[src/rtl/rast_pkg.sv]
// ----------------------------------------------------------------------------
// Repeating alarm slot table: shared package
// Action and result codes, sequencer states, and the structures passed
// between the front end, the slot engine and the result register.
// ----------------------------------------------------------------------------
package rast_pkg;

    localparam int MAX_RESULTS = 8;
    localparam logic [3:0] COUNT_MAX = 4'd15;

    typedef enum logic [1:0] {
        ACT_TICK   = 2'd0,
        ACT_SET    = 2'd1,
        ACT_DELETE = 2'd2,
        ACT_COUNT  = 2'd3
    } action_t;

    typedef enum logic [2:0] {
        KIND_DONE      = 3'd0,
        KIND_FIRED     = 3'd1,
        KIND_NOFREE    = 3'd2,
        KIND_NOTACTIVE = 3'd3,
        KIND_COUNT     = 3'd4,
        KIND_IDLE      = 3'd5
    } kind_t;

    typedef enum logic [2:0] {
        ST_IDLE,
        ST_READ,
        ST_EVAL,
        ST_DELETE,
        ST_FINISH
    } state_t;

    typedef struct packed {
        action_t     action;
        logic [31:0] delay;
        logic [7:0]  repeats;
        logic [31:0] interval;
        logic [2:0]  index;
    } cmd_t;

    typedef struct packed {
        logic [31:0] due;
        logic [7:0]  repeats;
        logic [31:0] interval;
    } slot_entry_t;

    typedef struct packed {
        kind_t      kind;
        logic [2:0] slot;
        logic [3:0] pending;
        logic       last;
    } result_t;

endpackage

[src/rtl/repeating_alarm_slot_table.sv]
// ----------------------------------------------------------------------------
// Repeating alarm slot table
// A seconds counter and a table of alarm slots with set, delete, count and
// tick actions; a tick fires every due slot and re-arms repeating ones.
//
//   Channel   Ports                                         Direction
//   s_        action, delay_seconds, repeat_count,          in
//             interval_seconds, slot_index
//   m_        kind, slot, pending_count, last                out
//
// A tick, a count and a set that finds no free slot step through every slot
// in the engine, one slot-table read and one evaluation per slot.
// A set ends at its free slot; a delete goes to its slot without a scan.
// Reset is synchronous and clears the counter and every active flag.
// A two-entry command queue and a result register let input and output
// stall independently of the engine.
// ----------------------------------------------------------------------------
module repeating_alarm_slot_table #(
    parameter int NUM_SLOTS = 8
) (
    input  logic        aclk,
    input  logic        aresetn,
    input  logic        s_valid,
    output logic        s_ready,
    input  logic [1:0]  s_action,
    input  logic [31:0] s_delay_seconds,
    input  logic [7:0]  s_repeat_count,
    input  logic [31:0] s_interval_seconds,
    input  logic [2:0]  s_slot_index,
    output logic        m_valid,
    input  logic        m_ready,
    output logic [2:0]  m_kind,
    output logic [2:0]  m_slot,
    output logic [3:0]  m_pending_count,
    output logic        m_last
);
    import rast_pkg::*;

    cmd_t    cmd;
    logic    cmd_valid;
    logic    cmd_ready;
    result_t res;
    logic    res_valid;
    logic    res_ready;
    result_t m_res;

    rast_front u_front (
        .aclk              (aclk),
        .aresetn           (aresetn),
        .s_valid           (s_valid),
        .s_ready           (s_ready),
        .s_action          (s_action),
        .s_delay_seconds   (s_delay_seconds),
        .s_repeat_count    (s_repeat_count),
        .s_interval_seconds(s_interval_seconds),
        .s_slot_index      (s_slot_index),
        .cmd_valid         (cmd_valid),
        .cmd_ready         (cmd_ready),
        .cmd               (cmd)
    );

    rast_engine #(
        .NUM_SLOTS(NUM_SLOTS)
    ) u_engine (
        .aclk     (aclk),
        .aresetn  (aresetn),
        .cmd_valid(cmd_valid),
        .cmd_ready(cmd_ready),
        .cmd      (cmd),
        .res_valid(res_valid),
        .res_ready(res_ready),
        .res      (res)
    );

    rast_out u_out (
        .aclk     (aclk),
        .aresetn  (aresetn),
        .res_valid(res_valid),
        .res_ready(res_ready),
        .res      (res),
        .m_valid  (m_valid),
        .m_ready  (m_ready),
        .m_res    (m_res)
    );

    assign m_kind          = m_res.kind;
    assign m_slot          = m_res.slot;
    assign m_pending_count = m_res.pending;
    assign m_last          = m_res.last;

    // Only fired results can be anything other than the final result of an item.
    a_single_results_last: assert property (@(posedge aclk) disable iff (!aresetn)
        m_valid && (m_kind != KIND_FIRED) |-> m_last)
        else $error("non-fired result without last");

    a_pending_only_count: assert property (@(posedge aclk) disable iff (!aresetn)
        m_valid && (m_kind != KIND_COUNT) |-> (m_pending_count == 4'd0))
        else $error("pending count set outside a count result");

    a_no_slot_on_summary: assert property (@(posedge aclk) disable iff (!aresetn)
        m_valid && (m_kind == KIND_NOFREE || m_kind == KIND_COUNT
                    || m_kind == KIND_IDLE) |-> (m_slot == 3'd0))
        else $error("slot set on a summary result");

    a_engine_busy_while_emitting: assert property (@(posedge aclk) disable iff (!aresetn)
        res_valid |-> !cmd_ready)
        else $error("engine took a command while emitting a result");

endmodule

[src/rtl/rast_front.sv]
// ----------------------------------------------------------------------------
// Repeating alarm slot table: front end
// Accepts input items, decodes them into commands and holds them in a
// two-entry queue ahead of the slot engine.
// ----------------------------------------------------------------------------
module rast_front (
    input  logic           aclk,
    input  logic           aresetn,
    input  logic           s_valid,
    output logic           s_ready,
    input  logic [1:0]     s_action,
    input  logic [31:0]    s_delay_seconds,
    input  logic [7:0]     s_repeat_count,
    input  logic [31:0]    s_interval_seconds,
    input  logic [2:0]     s_slot_index,
    output logic           cmd_valid,
    input  logic           cmd_ready,
    output rast_pkg::cmd_t cmd
);
    import rast_pkg::*;

    localparam int QDEPTH = 2;
    localparam int PW = $clog2(QDEPTH);

    cmd_t              q_reg [QDEPTH];
    logic [PW-1:0]     wr_ptr_reg;
    logic [PW-1:0]     rd_ptr_reg;
    logic [PW:0]       fill_reg;
    cmd_t              decoded;
    logic              push;
    logic              pop;

    always_comb begin
        decoded.action   = action_t'(s_action);
        decoded.delay    = s_delay_seconds;
        decoded.repeats  = (s_repeat_count == 8'd0) ? 8'd1 : s_repeat_count;
        decoded.interval = s_interval_seconds;
        decoded.index    = s_slot_index;
    end

    assign s_ready   = (fill_reg != (PW + 1)'(QDEPTH));
    assign cmd_valid = (fill_reg != '0);
    assign cmd       = q_reg[rd_ptr_reg];
    assign push      = s_valid && s_ready;
    assign pop       = cmd_valid && cmd_ready;

    always_ff @(posedge aclk) begin
        if (push) begin
            q_reg[wr_ptr_reg] <= decoded;
        end
    end

    always_ff @(posedge aclk) begin
        if (!aresetn) begin
            wr_ptr_reg <= '0;
            rd_ptr_reg <= '0;
            fill_reg   <= '0;
        end else begin
            if (push) begin
                wr_ptr_reg <= wr_ptr_reg + 1'b1;
            end
            if (pop) begin
                rd_ptr_reg <= rd_ptr_reg + 1'b1;
            end
            if (push && !pop) begin
                fill_reg <= fill_reg + 1'b1;
            end else if (pop && !push) begin
                fill_reg <= fill_reg - 1'b1;
            end
        end
    end

endmodule

[src/rtl/rast_engine.sv]
// ----------------------------------------------------------------------------
// Repeating alarm slot table: slot engine
// Holds the seconds counter and the slot table, and carries out one command
// at a time; all but a delete step through the slots, read and evaluate each.
// ----------------------------------------------------------------------------
module rast_engine #(
    parameter int NUM_SLOTS = 8
) (
    input  logic              aclk,
    input  logic              aresetn,
    input  logic              cmd_valid,
    output logic              cmd_ready,
    input  rast_pkg::cmd_t    cmd,
    output logic              res_valid,
    input  logic              res_ready,
    output rast_pkg::result_t res
);
    import rast_pkg::*;

    localparam int SLOT_W = (NUM_SLOTS > 1) ? $clog2(NUM_SLOTS) : 1;
    localparam int IDXW = (SLOT_W > 3) ? SLOT_W : 3;

    slot_entry_t          mem [NUM_SLOTS];
    slot_entry_t          rd_reg;
    slot_entry_t          wr_data;
    logic                 mem_we;

    state_t               state_reg, state_next;
    cmd_t                 cmd_reg, cmd_next;
    logic [31:0]          now_reg, now_next;
    logic [NUM_SLOTS-1:0] active_reg, active_next;
    logic [SLOT_W-1:0]    scan_reg, scan_next;
    logic                 hold_valid_reg, hold_valid_next;
    logic [2:0]           hold_slot_reg, hold_slot_next;
    logic [3:0]           fired_reg, fired_next;
    logic [3:0]           cnt_reg, cnt_next;

    logic [IDXW-1:0]      scan_wide;
    logic [IDXW-1:0]      del_idx;
    logic                 del_ok;
    logic                 last_slot;
    logic                 fires;
    logic                 advance;

    always_ff @(posedge aclk) begin
        if (mem_we) begin
            mem[scan_reg] <= wr_data;
        end
        rd_reg <= mem[scan_reg];
    end

    always_ff @(posedge aclk) begin
        if (!aresetn) begin
            state_reg      <= ST_IDLE;
            now_reg        <= '0;
            active_reg     <= '0;
            scan_reg       <= '0;
            hold_valid_reg <= 1'b0;
            fired_reg      <= '0;
            cnt_reg        <= '0;
        end else begin
            state_reg      <= state_next;
            now_reg        <= now_next;
            active_reg     <= active_next;
            scan_reg       <= scan_next;
            hold_valid_reg <= hold_valid_next;
            fired_reg      <= fired_next;
            cnt_reg        <= cnt_next;
        end
    end

    always_ff @(posedge aclk) begin
        cmd_reg       <= cmd_next;
        hold_slot_reg <= hold_slot_next;
    end

    assign scan_wide = IDXW'(scan_reg);
    assign del_idx   = IDXW'(cmd_reg.index);
    assign del_ok    = ({1'b0, del_idx} < (IDXW + 1)'(NUM_SLOTS))
                       && active_reg[del_idx[SLOT_W-1:0]];
    assign last_slot = (scan_reg == SLOT_W'(NUM_SLOTS - 1));
    assign fires     = active_reg[scan_reg] && !(rd_reg.due > now_reg)
                       && (fired_reg < 4'(MAX_RESULTS));

    always_comb begin
        state_next      = state_reg;
        cmd_next        = cmd_reg;
        now_next        = now_reg;
        active_next     = active_reg;
        scan_next       = scan_reg;
        hold_valid_next = hold_valid_reg;
        hold_slot_next  = hold_slot_reg;
        fired_next      = fired_reg;
        cnt_next        = cnt_reg;
        cmd_ready       = 1'b0;
        res_valid       = 1'b0;
        res.kind        = KIND_DONE;
        res.slot        = 3'd0;
        res.pending     = 4'd0;
        res.last        = 1'b1;
        mem_we          = 1'b0;
        wr_data         = rd_reg;
        advance         = 1'b1;

        unique case (state_reg)
            ST_IDLE: begin
                cmd_ready = 1'b1;
                if (cmd_valid) begin
                    cmd_next        = cmd;
                    scan_next       = '0;
                    hold_valid_next = 1'b0;
                    fired_next      = '0;
                    cnt_next        = '0;
                    if (cmd.action == ACT_TICK) begin
                        now_next = now_reg + 32'd1;
                    end
                    state_next = (cmd.action == ACT_DELETE) ? ST_DELETE : ST_READ;
                end
            end

            ST_READ: begin
                state_next = ST_EVAL;
            end

            ST_EVAL: begin
                unique case (cmd_reg.action)
                    ACT_TICK: begin
                        if (fires) begin
                            res_valid = hold_valid_reg;
                            res.kind  = KIND_FIRED;
                            res.slot  = hold_slot_reg;
                            res.last  = 1'b0;
                            if (hold_valid_reg && !res_ready) begin
                                advance = 1'b0;
                            end else begin
                                hold_valid_next = 1'b1;
                                hold_slot_next  = scan_wide[2:0];
                                fired_next      = fired_reg + 4'd1;
                                if (rd_reg.repeats > 8'd1) begin
                                    mem_we          = 1'b1;
                                    wr_data.due     = rd_reg.due + rd_reg.interval;
                                    wr_data.repeats = rd_reg.repeats - 8'd1;
                                end else begin
                                    active_next[scan_reg] = 1'b0;
                                end
                            end
                        end
                    end
                    ACT_SET: begin
                        if (!active_reg[scan_reg]) begin
                            advance   = 1'b0;
                            res_valid = 1'b1;
                            res.kind  = KIND_DONE;
                            res.slot  = scan_wide[2:0];
                            if (res_ready) begin
                                mem_we                = 1'b1;
                                wr_data.due           = now_reg + cmd_reg.delay;
                                wr_data.repeats       = cmd_reg.repeats;
                                wr_data.interval      = cmd_reg.interval;
                                active_next[scan_reg] = 1'b1;
                                state_next            = ST_IDLE;
                            end
                        end
                    end
                    ACT_COUNT: begin
                        if (active_reg[scan_reg] && (rd_reg.due > now_reg)
                            && (cnt_reg < COUNT_MAX)) begin
                            cnt_next = cnt_reg + 4'd1;
                        end
                    end
                    ACT_DELETE: begin
                        state_next = ST_IDLE;
                        advance    = 1'b0;
                    end
                endcase
                if (advance) begin
                    if (last_slot) begin
                        state_next = ST_FINISH;
                    end else begin
                        scan_next  = scan_reg + 1'b1;
                        state_next = ST_READ;
                    end
                end
            end

            ST_DELETE: begin
                res_valid = 1'b1;
                res.kind  = del_ok ? KIND_DONE : KIND_NOTACTIVE;
                res.slot  = cmd_reg.index;
                if (res_ready) begin
                    if (del_ok) begin
                        active_next[del_idx[SLOT_W-1:0]] = 1'b0;
                    end
                    state_next = ST_IDLE;
                end
            end

            ST_FINISH: begin
                res_valid = 1'b1;
                unique case (cmd_reg.action)
                    ACT_TICK: begin
                        res.kind = hold_valid_reg ? KIND_FIRED : KIND_IDLE;
                        res.slot = hold_valid_reg ? hold_slot_reg : 3'd0;
                    end
                    ACT_COUNT: begin
                        res.kind    = KIND_COUNT;
                        res.pending = cnt_reg;
                    end
                    ACT_SET, ACT_DELETE: begin
                        res.kind = KIND_NOFREE;
                    end
                endcase
                if (res_ready) begin
                    hold_valid_next = 1'b0;
                    state_next      = ST_IDLE;
                end
            end

            default: begin
                state_next = ST_IDLE;
            end
        endcase
    end

endmodule

[src/rtl/rast_out.sv]
// ----------------------------------------------------------------------------
// Repeating alarm slot table: result register
// Holds one result for the output channel so that the engine can go on while
// the consumer stalls.
// ----------------------------------------------------------------------------
module rast_out (
    input  logic              aclk,
    input  logic              aresetn,
    input  logic              res_valid,
    output logic              res_ready,
    input  rast_pkg::result_t res,
    output logic              m_valid,
    input  logic              m_ready,
    output rast_pkg::result_t m_res
);
    import rast_pkg::*;

    logic    valid_reg;
    result_t res_reg;

    assign res_ready = !valid_reg || m_ready;
    assign m_valid   = valid_reg;
    assign m_res     = res_reg;

    always_ff @(posedge aclk) begin
        if (!aresetn) begin
            valid_reg <= 1'b0;
        end else if (res_ready) begin
            valid_reg <= res_valid;
        end
    end

    always_ff @(posedge aclk) begin
        if (res_valid && res_ready) begin
            res_reg <= res;
        end
    end

endmodule
[config.mk]
export PLATFORM = sky130hd
export DESIGN_NAME = repeating_alarm_slot_table
export DESIGN_NICKNAME = d
export VERILOG_FILES = /design/src/rtl/rast_pkg.sv /design/src/rtl/repeating_alarm_slot_table.sv /design/src/rtl/rast_front.sv /design/src/rtl/rast_engine.sv /design/src/rtl/rast_out.sv
export SDC_FILE = /design/constraint.sdc
export NUM_CORES = 1
export LEC_CHECK = 0
export BUFFER_PORTS_ARGS = -buffer_cell sky130_fd_sc_hd__buf_2
export CAP_MARGIN = 10
export CORE_ASPECT_RATIO = 1.5
export CORE_MARGIN = 4
export CORE_UTILIZATION = 60
export DETAILED_ROUTE_END_ITERATION = 6
export PLACE_DENSITY_LB_ADDON = 0.12
export SYNTH_ARGS = -nofsm -noshare
export SYNTH_HDL_FRONTEND = slang
export SYNTH_SLANG_ARGS = --single-unit
export TNS_END_PERCENT = 1
[constraint.sdc]
create_clock -name aclk -period 12.11 [get_ports aclk]
set_input_delay 1.8165 -clock aclk [delete_from_list [all_inputs] [get_ports aclk]]
set_output_delay 1.8165 -clock aclk [all_outputs]
set_load 0.005 [all_outputs]
=== After elaboration in Yosys (flattened, before gate mapping) ===
Memory sizes are Yosys's and may differ from the RTL's. A register that Yosys moved wholly into a read port is not among the register bits.
Index checks and enable logic that the tools add are counted.

* Register bits after elaboration: 151
* Latch bits: 0
* Bits in writable memories: 730
* ROM bits: 0
* Input bits: 81
* Output and inout bits: 13
* Memories kept: 2

{| class="wikitable"
|+ Memory list
! memory !! depth !! width !! rd ports !! clocked after Yosys merged registers in !! write ports !! line !! source
|-
| u_engine.mem || 8 || 72 || 1 || 1 || 1 || rast_engine.sv:23 || <nowiki>slot_entry_t mem [NUM_SLOTS];</nowiki>
|-
| u_front.q_reg || 2 || 77 || 1 || 1 || 1 || rast_front.sv:25 || <nowiki>cmd_t q_reg [QDEPTH];</nowiki>
|}

* Add/sub/neg operators: 11
* Multiply operators: 0
* Divide/modulo/power cells: 0
* Magnitude comparators: 8
* Equality and inequality tests: 29
* Shift operators: 0
* Muxes and demuxes: 87
* Bitwise operators: 6
* Reduce and logical (&&, ||, !) cells: 40

{| class="wikitable"
|+ Operators by type and width
! operator !! number
|-
| 2-to-1 mux 72 bit || 3
|-
| 2-to-1 mux 40 bit || 3
|-
| one-hot mux 40 bit (2 select lines) || 1
|-
| adder 32 bit || 2
|-
| 2-to-1 mux 8 bit || 8
|-
| 2-to-1 mux 3 bit || 12
|-
| adder 32 x 1 -> 32 bit, second input constant || 1
|-
| greater-than comparator 32 bit || 1
|-
| 2-to-1 mux 32 bit || 1
|-
| one-hot mux 8 bit (2 select lines) || 2
|-
| 2-to-1 mux 1 bit || 29
|-
| 2-to-1 mux 4 bit || 7
|-
| one-hot mux 6 bit (3 select lines) || 1
|-
| AND 8 bit || 2
|-
| NOT 8 bit || 2
|-
| one-hot mux 4 bit (2 select lines) || 2
|-
| logical AND 1 bit || 12
|-
| != test 2 x 1 -> 1 bit, second input constant || 6
|-
| != test 2 bit, second input constant || 6
|-
| != test 3 bit, second input constant || 4
|-
| one-hot mux 3 bit (2 select lines) || 2
|-
| one-hot mux 3 bit (4 select lines) || 1
|-
| one-hot mux 6 bit (2 select lines) || 1
|-
| AND reduction 4 bit || 3
|-
| other kinds (39) || 69
|}

=== Longest topological paths before layout ===
* Word-level depth: 11
* Mapped depth: 13
* Gate-level depth less buffers: 11

=== By module ===
A second synthesis with hierarchy kept.

* Cell total of the unflattened synthesis: 2673
* Area, all modules: 38982.4 µm²

{| class="wikitable"
|+ By module, submodules not included
! module !! times used !! cells each !! area an instance (µm²) !! sequential area each (µm²)
|-
| rast_engine || 1 || 2383 || 32632.5 || 22241.3
|-
| rast_front || 1 || 274 || 5962.0 || 4724.5
|-
| rast_out || 1 || 16 || 387.9 || 350.3
|}

=== Worst setup path before layout ===
No wires, ideal clock.

* Path type: input -> register
* Start point: input m_ready
* End point: memory u_engine.mem[3][0] in the netlist's numbering, enable pin
* Library setup time: 590 ps
* Arrival: 7687 ps
* Path slack: 3832 ps
* Stages: 7
* Path through: nor2b_1 -> clkbuf_1 -> nand2_1 -> nand4_2 -> nor2_1 -> nor2_1 -> nor3_1

* Longest elaborated chain between the ends: 9
* Elaborated cells between the ends (all ways): 11

{| class="wikitable"
|+ Ends and longest elaborated chain
! item !! line !! source
|-
| start, declared || repeating_alarm_slot_table.sv:31 || <nowiki>input logic m_ready,</nowiki>
|-
| logical OR 1 bit * || rast_out.sv:21 || <nowiki>assign res_ready = !valid_reg || m_ready;</nowiki>
|-
| logical NOT 1 bit || rast_engine.sv:133 || <nowiki>if (hold_valid_reg && !res_ready) begin</nowiki>
|-
| logical AND 1 bit || rast_engine.sv:133 ||
|-
| 2-to-1 mux 1 bit || rast_engine.sv:133 ||
|-
| 2-to-1 mux 1 bit || rast_engine.sv:128 || <nowiki>if (fires) begin</nowiki>
|-
| one-hot mux 1 bit (2 select lines) * || rast_engine.sv:126 || <nowiki>unique case (cmd_reg.action)</nowiki>
|-
| 2-to-1 mux 1 bit * || rast_engine.sv:105 || <nowiki>unique case (state_reg)</nowiki>
|-
| 2-to-1 mux 1 bit * || rast_engine.sv:46 || <nowiki>if (mem_we) begin</nowiki>
|-
| 2-to-1 mux 1 bit (not written as such) * || rast_engine.sv:47 || <nowiki>mem[scan_reg] <= wr_data;</nowiki>
|-
| end, declared || rast_engine.sv:23 ||
|}

Mark *: on every way between the ends. The rest lies on a longest branch, timed or not.

=== Worst setup path after layout ===
* Start point: register u_engine.now_reg[27]
* End point: memory u_engine.mem[0][51] in the netlist's numbering, enable pin

* Longest elaborated chain between the ends: 9

{| class="wikitable"
|+ Ends and longest elaborated chain
! item !! line !! source
|-
| start, declared || rast_engine.sv:30 || <nowiki>logic [31:0] now_reg, now_next;</nowiki>
|-
| start signal, assigned || rast_engine.sv:63 || <nowiki>now_reg <= now_next;</nowiki>
|-
| greater-than comparator 32 bit || rast_engine.sv:82 || <nowiki>assign fires = active_reg[scan_reg] && !(rd_reg.due > now_reg)</nowiki>
|-
| logical NOT 1 bit || rast_engine.sv:82 ||
|-
| logical AND 1 bit || rast_engine.sv:82 ||
|-
| logical AND 1 bit || rast_engine.sv:83 || <nowiki>&& (fired_reg < 4'(MAX_RESULTS));</nowiki>
|-
| 2-to-1 mux 1 bit || rast_engine.sv:128 ||
|-
| one-hot mux 1 bit (2 select lines) || rast_engine.sv:126 ||
|-
| 2-to-1 mux 1 bit || rast_engine.sv:105 ||
|-
| 2-to-1 mux 1 bit || rast_engine.sv:46 ||
|-
| 2-to-1 mux 1 bit (not written as such) || rast_engine.sv:47 ||
|}

Every way passes these cells.

==> summary.txt <==
Outcome
  – Status: finished, final reports clean

Clocking
  – Worst-path clk slew: ~70 ps
  – # resized after CTS: 0
  – Cts hold-fix bufs: 0
  – Worst-skew pair later-pin latency: roughly 650 ps
  – Clock sinks: 954
  – Root buffer cell: clkbuf_16
  – Clock buffer count from CTS: 85
  – H-tree levels: 3
  – CTS Buffer Depth: 3
  – Post-CTS setup buffers: 0
  – CTS tree: built

Yosys
  – Distinct cell type count of the synthesized netlist: between 80 and 90
  – Ys async rst share: 0%
  – Top cells by area, synth: edfxtp_1, dfxtp_1, a22oi_1
  – Synthesized flop and latch total: between 900 and 1000
  – Cell Area, Synth: about 0.039 sq mm
  – Most instantiated cells after synthesis: edfxtp_1, a22oi_1, nand2_1
  – Synth Flop Type: edfxtp_1
  – Synthesized area per cell: roughly 15 sq um
  – Syn Inst Count: between 2000 and 3000
  – Syn_nets: 2823
  – Share of the synthesized area in the top cell type: 63.8%
  – Leading area contributor after synthesis: edfxtp_1
  – Number of synthesized flops with an enable pin: 821
  – Top-count cell post-synth: edfxtp_1
  – Yosys warns: 0
  – Seq/Total Area, Yosys: slightly above 70%

Place
  – Pre-CTS WS: roughly 6500 ps
  – I/O Buffers: a little over 90
  – GP Congestion: 0.896
  – DP HPWL: 54700 um
  – Dpl cells: 3438
  – Cell Area, Placed: about 0.04 sq mm

Setup path
  – Critical Path RT: approximately 12000 ps
  – CP Max Fanout: 45
  – CP Launch Type: register
  – Setup crit end kind: register
  – Crit path DAT: around 5700 ps
  – Crit path kind: register to register

Drt
  – Vias: about 23000
  – Remaining antenna violation count: 0
  – Final wirelength: between 90000 and 100000 um
  – Vias per std cell: 6.48
  – Residual DRC count: 0
  – 1st-pass router iterations: 5
  – Initial DRC Count: roughly 2500
  – Wire per inst: 25.5 um

STA
  – Final Setup Violations: 0
  – Final hold vios: 0
  – Min Clock Period, post-route: approximately 5500 ps
  – Slew Limit Fails: 0
  – Worst setup margin: 6650 ps
  – Slew HR: between 20% and 30%
  – Worst-Margin Slew: approximately 1100 ps
  – Fmax: about 180 MHz
  – Setup TNS Final: 0 ps
  – Fin crit share: between 40 and 50%
  – Clock skew: ~30 ps
  – RSZ-0062 raised after global routing: no

Power and ir drop
  – Pwr/cell area: 203 mW/mm^2
  – Lkg Pwr: roughly 15 nW
  – Switching share of power: 27.4%
  – Worst VDD drop: between 0.15 and 0.2 mV
  – Reg power frac: between 40% and 50%
  – P_int: 0.00633 W
  – Clock power frac: between 30% and 40%
  – NetSw: about 0.0024 W
  – Comb power frac: about 18%

Finish
  – Max reg flops: between 500 and 600
  – # fillers: ~4400
  – Antenna Cells: 0
  – Share of layout cells above drive strength 1: approximately 14%
  – Layout Cells excl Fill: 3596
  – Layout Nets: just under 3000
  – Final instance area: 0.0430 sq mm
  – P&R area growth vs syn: 11.2%

Global route
  – Remaining Overflow, GRT: 0
  – Total GRT Usage: 26.2%
  – Largest net degree at the start of global routing: 60
  – Vias in the first global route: 23277
  – First-pass GRT wire length: approximately 140000 um
  – Initial antenna violation count: 0
  – GRT Max-Usage Layer: met2
  – Met1 GRT Util: approximately a third
  – Met3 Usage GRT: under 10%
  – Met2 Use GR: between 40% and 50%

Floorplanning
  – Row count: approximately 110
  – Starting Density: about 61%
  – Die Wd: between 200 and 250 um
  – Core Footprint: approximately 0.064 sq mm
  – Die span in y: 319 um
  – Top Ports: between 90 and 100
  – Die area: 0.0686 sq mm

Worst hold path
  – Hold Path Class: register to register

Run
  – Max_cap viols: 0
power by group through the flow:
| stage | Combinational [W] | Clock, W | Sequential, W |
|---|---|---|---|
| 6_report | 0.00155 | 0.00287 | 0.00430 |
| 5_1_grt | 0.00170 | 0.00304 | 0.00433 |
| 4_1_cts | 0.00154 | 0.00291 | 0.00430 |
| 3_5_place_dp | 0.00153 | 0 | 0.00437 |
| 3_3_place_gp | 0.00149 | 0 | 0.00437 |
| 2_1_floorplan | 0.00112 | 0 | 0.00425 |
critical path, cell delays in order (launching register included):
cell and delay, ps:
dfxtp_1 390, inv_1 100, ha_1 310, nand2_1 90, nor4_1 480, nand2_1 190, or4_1 550, o21ai_2 260
nand4_2 340, nor2_1 170, buf_4 280, nor2_1 70, buf_4 240, nor2_4 780, buf_4 750
cell families (layout without fill, tap and decap cells):
group | count (synthesis) | in the layout | share of synthesized area [%]
AND/OR/NAND/NOR | 564 | 564 | 7.29
multiplexers | 93 | 93 | 2.69
XOR/XNOR | 87 | 87 | 1.97
adder cells (fa/ha/maj) | 108 | 108 | 3.54
flip-flops | 954 | 954 | 70.7
buffers and inverters | 182 | 339 | 1.84
AO/OA/AOI/OAI | 646 | 646 | 11.9
placed cells by master (no fill, tap or decap), types with 8 or more instances in the layout:
cell type and instances:
and2_1 50, a31oi_1 13, buf_2 93, nand2_1 214, a21oi_2 8, nand2b_1 9
a211oi_1 11, mux2_2 77, nor3_1 19, o221ai_1 13, clkinv_2 17, dfxtp_1 132
ha_1 106, buf_4 33, xor2_1 26, clkbuf_1 12, inv_1 54, and3_1 22
xnor2_1 61, a21o_1 31, o21bai_1 9, bufinv_16 16, a32oi_1 8, nor2_4 8
a21boi_0 10, clkbuf_16 86, a21oi_1 78, o211ai_1 16, a22oi_1 308, nand4_1 85
edfxtp_1 821, nand3_1 34, nor2_1 52, clkinv_1 9, nor4_1 8, o21a_1 12
mux2i_1 15, o21ai_0 71, nor2b_1 15
final timing paths:
kind	start	end	slack, ps	cells past startpoint
worst max-delay path	u_engine.now_reg[27]$_SDFFE_PN0P_	u_engine.mem[0][51]$_DFFE_PP_	6650	14
worst min-delay path	u_engine.mem[6][38]$_DFFE_PP_	u_engine.rd_reg[38]$_DFF_P_	470	2
worst max register to register	u_engine.now_reg[27]$_SDFFE_PN0P_	u_engine.mem[0][51]$_DFFE_PP_	6650	14
worst min register to register	u_engine.mem[6][38]$_DFFE_PP_	u_engine.rd_reg[38]$_DFF_P_	470	2
final cells by class:
| cell class | instances | area [sq um] | area share (%) |
|---|---|---|---|
| clock buffer | 103 | 2270 | 5.27 |
| clock inverter | 54 | 726 | 1.69 |
| inverter | 55 | 208 | 0.483 |
| multi-input combinational | 1498 | 10700 | 25.0 |
| sequential | 954 | 27300 | 63.6 |
| tap | 805 | 1010 | 2.34 |
| timing repair buffer | 127 | 718 | 1.67 |
per-stage QoR:
step | utilization, % | power (W) | hold slack (ps)
final | 67.5 | 0.00872 | 466
after global routing | 67.5 | 0.00907 | 492
after CTS | 67.5 | 0.00875 | 472
after detailed placement | 62.8 | 0.00589 | 459
after global placement | 62.8 | 0.00586 | 453
after floorplan | - | 0.00537 | 431
layer usage:
| layer | vias up | routed length, um | part of all wire (%) |
|---|---|---|---|
| met5 | - | 0 | 0 |
| met4 | 0 | 2460 | 2.7 |
| met3 | 164 | 6320 | 6.9 |
| met2 | 965 | 46000 | 50 |
| met1 | 11655 | 36800 | 40 |
| li1 | 10521 | - | - |
Power figures use the tool's default switching activity.
